<file path="src/rtl/strc_pkg.sv">
package strc_pkg;

    localparam int STICK_W = 16;
    localparam int MAG_W = 16;
    localparam int OUT_W = 17;
    localparam int MAXR_W = 11;
    localparam int CURVE_W = 16;
    localparam int E_W = 17;
    localparam int SUP_A_W = 24;
    localparam int NUM_W = 33;
    localparam int DEN_W = 22;
    localparam int K_W = 25;
    localparam int REM_W = 58;
    localparam int Q_W = 16;
    localparam int DIV_STEPS = 16;
    localparam int CONV_SHIFT = 20;
    localparam int LIM_W = 11;
    localparam int CFG_IDX_W = 3;
    localparam int CFG_DATA_W = 16;
    localparam int RATE_LIMIT_DEF = 1998;

    localparam logic [K_W-1:0] DEG_TO_Q10 = 25'd18740330;
    localparam logic [DEN_W-1:0] SUPER_ONE = 22'd3276800;
    localparam logic [DEN_W-1:0] SUPER_FLOOR = 22'd32768;
    localparam logic [SUP_A_W-1:0] SUPER_KNEE = 24'd3244032;

    typedef enum logic [CFG_IDX_W-1:0] {
        CFG_MODE,
        CFG_MAXR_ROLL,
        CFG_MAXR_PITCH,
        CFG_MAXR_YAW,
        CFG_CURVE_ROLL,
        CFG_CURVE_PITCH,
        CFG_CURVE_YAW
    } cfg_idx_t;

    typedef struct packed {
        logic sat;
        logic neg;
    } div_ctl_t;

    function automatic logic [OUT_W-1:0] sat_code(input int limit);
        longint unsigned v;
        v = (longint'(limit) * 64'd18740330 + 64'd524288) >> CONV_SHIFT;
        return v[OUT_W-1:0];
    endfunction

endpackage

</file>
<file path="src/rtl/strc_div_step.sv">
module strc_div_step #(
    parameter int SHIFT = 0
) (
    input  logic                              aclk,
    input  logic                              en,
    input  logic [strc_pkg::REM_W-1:0]        rem_in,
    input  logic [strc_pkg::DEN_W-1:0]        den_in,
    input  logic [strc_pkg::Q_W-1:0]          q_in,
    input  strc_pkg::div_ctl_t                ctl_in,
    output logic [strc_pkg::REM_W-1:0]        rem_out,
    output logic [strc_pkg::DEN_W-1:0]        den_out,
    output logic [strc_pkg::Q_W-1:0]          q_out,
    output strc_pkg::div_ctl_t                ctl_out
);

    logic [strc_pkg::REM_W-1:0] dsh;
    logic                       take;

    assign dsh  = strc_pkg::REM_W'(den_in) << (strc_pkg::CONV_SHIFT + SHIFT);
    assign take = rem_in >= dsh;

    always_ff @(posedge aclk) begin
        if (en) begin
            rem_out <= take ? rem_in - dsh : rem_in;
            q_out   <= q_in | (strc_pkg::Q_W'(take) << SHIFT);
            den_out <= den_in;
            ctl_out <= ctl_in;
        end
    end

endmodule

</file>
<file path="src/rtl/strc_lane.sv">
module strc_lane #(
    parameter int RATE_LIMIT_DPS = strc_pkg::RATE_LIMIT_DEF
) (
    input  logic                              aclk,
    input  logic                              en,
    input  logic [strc_pkg::STICK_W-1:0]      stick,
    input  logic                              curve_mode,
    input  logic [strc_pkg::MAXR_W-1:0]       full_rate,
    input  logic [strc_pkg::CURVE_W-1:0]      curve,
    output logic [strc_pkg::OUT_W-1:0]        rate
);

    localparam logic [strc_pkg::LIM_W-1:0] LIM = strc_pkg::LIM_W'(RATE_LIMIT_DPS);
    localparam logic [strc_pkg::OUT_W-1:0] QSAT = strc_pkg::sat_code(RATE_LIMIT_DPS);
    localparam int N = strc_pkg::DIV_STEPS;

    logic [strc_pkg::E_W-1:0]     e_reg, e_next;
    logic [7:0]                   rc, sup;

    logic [strc_pkg::MAG_W-1:0]   mag_a_reg;
    logic                         neg_a_reg;

    logic [strc_pkg::NUM_W-1:0]   num_b_reg;
    logic [strc_pkg::SUP_A_W-1:0] a_b_reg;
    logic                         neg_b_reg;
    logic [strc_pkg::NUM_W-1:0]   pe;

    logic [strc_pkg::NUM_W-1:0]   num_c_reg;
    logic [strc_pkg::DEN_W-1:0]   den_c_reg, den_c_next;
    logic                         neg_c_reg;

    logic [41:0]                  ph_d_reg;
    logic [40:0]                  pl_d_reg;
    logic [strc_pkg::DEN_W-1:0]   den_d_reg;
    strc_pkg::div_ctl_t           ctl_d_reg;

    logic [strc_pkg::REM_W-1:0]   rem_s [0:N];
    logic [strc_pkg::DEN_W-1:0]   den_s [0:N];
    logic [strc_pkg::Q_W-1:0]     q_s   [0:N];
    strc_pkg::div_ctl_t           ctl_s [0:N];

    logic [strc_pkg::OUT_W-1:0]   qf;

    assign rc  = curve[7:0];
    assign sup = curve[15:8];

    always_comb begin
        e_next = strc_pkg::E_W'(rc) * strc_pkg::E_W'(100);
        if (rc > 8'd200) begin
            e_next = e_next + strc_pkg::E_W'(1454) * strc_pkg::E_W'(rc - 8'd200);
        end
    end

    always_ff @(posedge aclk) begin
        e_reg <= e_next;
    end

    always_ff @(posedge aclk) begin
        if (en) begin
            neg_a_reg <= stick[strc_pkg::STICK_W-1];
            mag_a_reg <= stick[strc_pkg::STICK_W-1] ? (~stick + 1'b1) : stick;
        end
    end

    assign pe = strc_pkg::NUM_W'(e_reg) * strc_pkg::NUM_W'(mag_a_reg);

    always_ff @(posedge aclk) begin
        if (en) begin
            num_b_reg <= curve_mode ? {pe[strc_pkg::NUM_W-2:0], 1'b0}
                                    : strc_pkg::NUM_W'(mag_a_reg)
                                      * strc_pkg::NUM_W'(full_rate);
            a_b_reg   <= strc_pkg::SUP_A_W'(mag_a_reg) * strc_pkg::SUP_A_W'(sup);
            neg_b_reg <= neg_a_reg;
        end
    end

    always_comb begin
        priority if (!curve_mode) begin
            den_c_next = strc_pkg::SUPER_FLOOR;
        end else if (a_b_reg >= strc_pkg::SUPER_KNEE) begin
            den_c_next = strc_pkg::SUPER_FLOOR;
        end else begin
            den_c_next = strc_pkg::SUPER_ONE - a_b_reg[strc_pkg::DEN_W-1:0];
        end
    end

    always_ff @(posedge aclk) begin
        if (en) begin
            num_c_reg <= num_b_reg;
            den_c_reg <= den_c_next;
            neg_c_reg <= neg_b_reg;
        end
    end

    always_ff @(posedge aclk) begin
        if (en) begin
            ph_d_reg      <= 42'(num_c_reg[32:16]) * 42'(strc_pkg::DEG_TO_Q10);
            pl_d_reg      <= 41'(num_c_reg[15:0]) * 41'(strc_pkg::DEG_TO_Q10);
            den_d_reg     <= den_c_reg;
            ctl_d_reg.sat <= num_c_reg >= strc_pkg::NUM_W'(LIM) * strc_pkg::NUM_W'(den_c_reg);
            ctl_d_reg.neg <= neg_c_reg;
        end
    end

    always_ff @(posedge aclk) begin
        if (en) begin
            rem_s[0] <= (strc_pkg::REM_W'(ph_d_reg) << 16) + strc_pkg::REM_W'(pl_d_reg)
                        + (strc_pkg::REM_W'(den_d_reg) << (strc_pkg::CONV_SHIFT - 1));
            den_s[0] <= den_d_reg;
            ctl_s[0] <= ctl_d_reg;
        end
    end

    assign q_s[0] = '0;

    for (genvar k = 0; k < N; k++) begin : g_div
        strc_div_step #(.SHIFT(N - 1 - k)) u_step (
            .aclk    (aclk),
            .en      (en),
            .rem_in  (rem_s[k]),
            .den_in  (den_s[k]),
            .q_in    (q_s[k]),
            .ctl_in  (ctl_s[k]),
            .rem_out (rem_s[k+1]),
            .den_out (den_s[k+1]),
            .q_out   (q_s[k+1]),
            .ctl_out (ctl_s[k+1])
        );
    end

    assign qf   = ctl_s[N].sat ? QSAT : strc_pkg::OUT_W'(q_s[N]);
    assign rate = ctl_s[N].neg ? (~qf + 1'b1) : qf;

endmodule

</file>
<file path="config.mk">
export PLATFORM = sky130hd
export DESIGN_NAME = strc_lane
export DESIGN_NICKNAME = d
export VERILOG_FILES = /design/src/rtl/strc_pkg.sv /design/src/rtl/strc_div_step.sv /design/src/rtl/strc_lane.sv
export SDC_FILE = /design/constraint.sdc
export NUM_CORES = 2
export LEC_CHECK = 0
export ABC_AREA = 0
export BUFFER_PORTS_ARGS = -buffer_cell sky130_fd_sc_hd__buf_2
export CELL_PAD_IN_SITES_DETAIL_PLACEMENT = 1
export CELL_PAD_IN_SITES_GLOBAL_PLACEMENT = 1
export CORE_ASPECT_RATIO = 1.2
export CORE_MARGIN = 2
export CORE_UTILIZATION = 53
export DETAILED_ROUTE_END_ITERATION = 6
export PLACE_DENSITY = 0.87
export RECOVER_POWER = 50
export SYNTH_ARGS = -nofsm -noshare
export SYNTH_HDL_FRONTEND = slang
export SYNTH_SLANG_ARGS = --single-unit
</file>
<file path="constraint.sdc">
create_clock -name aclk -period 7.5 [get_ports aclk]
set_input_delay 0.75 -clock aclk [delete_from_list [all_inputs] [get_ports aclk]]
set_output_delay 0.75 -clock aclk [all_outputs]
set_load 0.02 [all_outputs]
</file>
==> reports/qor.tcl <==
set qor(run_status) {finished, violations left}
set qor(violations) {max-capacitance violations, max-slew violations}
set qor(regMostFlops) {g_div.u_step.rem_out}
set qor(floorplan_row_count) 189
set qor(detailroute.via_count) 79300
set qor(number_of_antenna_violations_at_the_first_check_in_global_routing) 10
set qor(clock_skew_ns) 0.0468
set qor(critical-path-slowest-cell) {dfxtp_1}
set qor(registers_with_the_most_flip_flops) {g_div.u_step.rem_out (855), g_div.u_step.den_out (330), g_div.u_step.q_out (136)}
set qor(post_synth_instance_area_um2) 117000
set qor(timing.critical_path.to_type) {flop}
set qor(achievable-frequency_mhz) 139
set qor(ant_nets_after_route) 0
set qor(sequential_fraction_of_the_synthesis_area_pct) 43.0
set qor(io_buffers) 62
set qor(yosys_warnings) 0
set qor(worst_setup_path_start_kind) {flop}
set qor(globalRouteTotalUtil_pct) 29.8
set qor(final.min_clock_period_ns) 7.20
set qor(holdBufCountCts) 0
set qor(fin_setup_tns_ns) 0
set qor(grt_remaining_overflow) 0
set qor(floorplan.initialDensity_pct) 53.2
set qor(timing_max_transition_violations_final) 155
set qor(post_synth.cell_area_avg_um2) 11.4
set qor(async_reset_ff_share_pct) 0
set qor(post_drt_via_cell_ratio) 5.85
set qor(grt_pass1_vias) 90400
set qor(number_of_buffers_on_the_longest_clock_path) 3
set qor(layout.filler_cells) 22800
set qor(ctsHtreeMaxLevel) 4
set qor(core_area_um2) 221000
set qor(postSynthCellCount) 10300
set qor(inserted_clock_buffers) 173
set qor(yosys_register_bits) 1686
set qor(timing.reg2reg.setup_slack_ns) 0.30
set qor(fp.dieArea_um2) 225000
set qor(holdPathStages) 2
set qor(post_synthesis_net_count) 12300
set qor(drtPass1Iterations) 5
set qor(rsz0062_at_grt) {false}
set qor(crit_path_frequent_cell) {fa_1}
set qor(holdCritPathClass) {primary input to flop}
set qor(cts.root.buffer_cell) {clkbuf_16}
set qor(largest_reg_flops) 855
set qor(setup_violations) 0
set qor(number_of_clock_sinks) 1686
set qor(floorplan.io_pins) 63
set qor(actual_transition_at_the_worst_max_transition_pin_ns) 6.62
set qor(gpl.final_weighted_congestion) 0.988
set qor(path_max_fanout) 16
set qor(final_hold_viol_count) 0
set qor(dp_hpwl_um) 260000
set qor(timing.slew.headroom_pct) -341
set qor(finish.net_count) 12500
set qor(timing.critical_path.required_ns) 8.06
set qor(grt_start_max_net_pins) 198
set qor(critPathKind) {flop to flop}
set qor(synth_enable_flop_cells) 1670
set qor(finalCritPeriodShare_pct) 96.0
set qor(drt_iter0_markers) 4447
set qor(yosys_most_used_dff) {edfxtp_1}
set qor(layout_overhead_on_the_synthesized_area_pct) 8.57
set qor(multi_input_comb_area_um2) 60400
set qor(ff_latch_area_um2) 50500
set qor(fraction_of_layout_cells_with_a_size_suffix_above_1_pct) 5.21
set qor(timing.reg2reg.worst_path_depth) 21
set qor(wire_length_of_the_first_global_routing_pass_um) 515000
set qor(critPathMaxStageDelay_ns) 0.86
set qor(die_width_um) 434
set qor(cts_tree) {done}
set qor(maxCapViolations) 2
set qor(fp.dieH_um) 520
set qor(clk_latency_ns) 0.86
set qor(wire_per_inst_um) 24.6
set qor(worst_setup_hold_path_clk_slew_ns) 0.06
set qor(synthDistinctLibCells) 89
set qor(crit_path_cell_trace) {nand2_1, fa_1, inv_1, fa_1, inv_1, fa_1, fa_1, fa_1, inv_1, fa_1, ha_1, a21o_1, a21o_1, a21oi_1, a21oi_1, o311ai_0, nand2b_1, a211o_1, a311oi_1, xor2_1, nor2_1}
set qor(detail_route.wirelength_um) 333000
set qor(timing.critical_path.arrival_ns) 7.76
set qor(drc_viols) 0
==> cell families after synthesis <==
kind of cell    synth area share (%)
compound gates                  9.27
xor+xnor                        4.79
fa+ha+maj                       26.6
buf+inv                         5.62
flops                           43.0
mux                            0.612
simple gates                    10.1
==> cell type report <==
type | instances | area share [%]
inverters | 1557 | 4.59
flip-flops and latches | 1686 | 39.6
clock inverters | 119 | 0.957
multi-input cells | 6832 | 47.4
well taps | 2960 | 2.91
clock buffers | 199 | 3.49
diodes | 8 | 0.0157
repair buffers | 195 | 1.04
==> metrics by stage <==
step	hold WS, ns	utilization (%)	instance area [um^2]	std cells	worst slack [ns]
global placement	0.401	55.2	122000	13200	0.259
finish	0.243	57.8	127000	13600	0.300
global route	0.226	57.8	127000	13600	0.0299
detailed placement	0.406	55.2	122000	13200	0.224
CTS	0.109	57.8	127000	13500	0.180
floorplan	0.400	-	117000	10300	0.805
==> critical path: cells and delay by family (launching register included) <==
kind	cells	cell delay, ns
and+or+nand+nor	3	0.41
buffers and inverters	3	0.20
adders and majority gates	7	3.41
DFF	1	0.86
xor gates and xnor gates	1	0.22
AOI/OAI and AO/OA	7	1.85
==> synthesized netlist by cell type (93+ instances only) <==
master	n	area, um^2
fa_1	867	17400
nor4_1	123	769
clkbuf_1	178	668
ha_1	1112	13900
a21oi_1	525	2630
inv_1	1554	5830
xnor2_1	361	3160
edfxtp_1	1670	50100
nor3_1	147	736
o21ai_0	422	2110
a21o_1	234	1760
xor2_1	281	2460
nand3_1	100	500
nor2_1	454	1700
and2_1	239	1500
nand4_1	93	582
nand2_1	828	3110
==> layer usage <==
metal / vias up / part of all wire (%) / global-route usage (%)
li1: 35800 / - / -
met1: 40500 / 34 / 29.7
met2: 2018 / 55 / 56.9
met3: 987 / 3.2 / 3.19
met4: 0 / 8.2 / 20.9
met5: - / 0 / 0
==> what timing repair did <==
action,CTS,global route
hold endpoints to repair,0,0
setup endpoints to repair,0,5
buffers inserted,0,4
resized for setup,0,13
==> layout by cell type (no fill, tap or decap), types with 64 or more instances in the layout <==
cell type     n
ha_1       1112
edfxtp_1   1670
nand4_1      93
and2_1      238
a21o_1      234
a211oi_1     64
nor3_1      147
nand2b_1     89
nor2_1      454
nand2_1     828
fa_1        867
xnor2_1     361
inv_1      1550
a21oi_1     523
buf_4       101
clkbuf_16   174
o21a_1       76
nor4_1      122
o21ai_0     422
nand3_1     100
xor2_1      281
nor2b_1      80
==> path summary, 6_finish.rpt <==
path | start | endpoint
max reg2reg | e_reg[6] | num_b_reg[31]
min | stick[9] | mag_a_reg[9]
min reg2reg | num_b_reg[17] | num_c_reg[17]
max | e_reg[6] | num_b_reg[31]
Power is not shown: default switching activity piles up to over one toggle a cycle in this logic, so the estimate is an artifact.
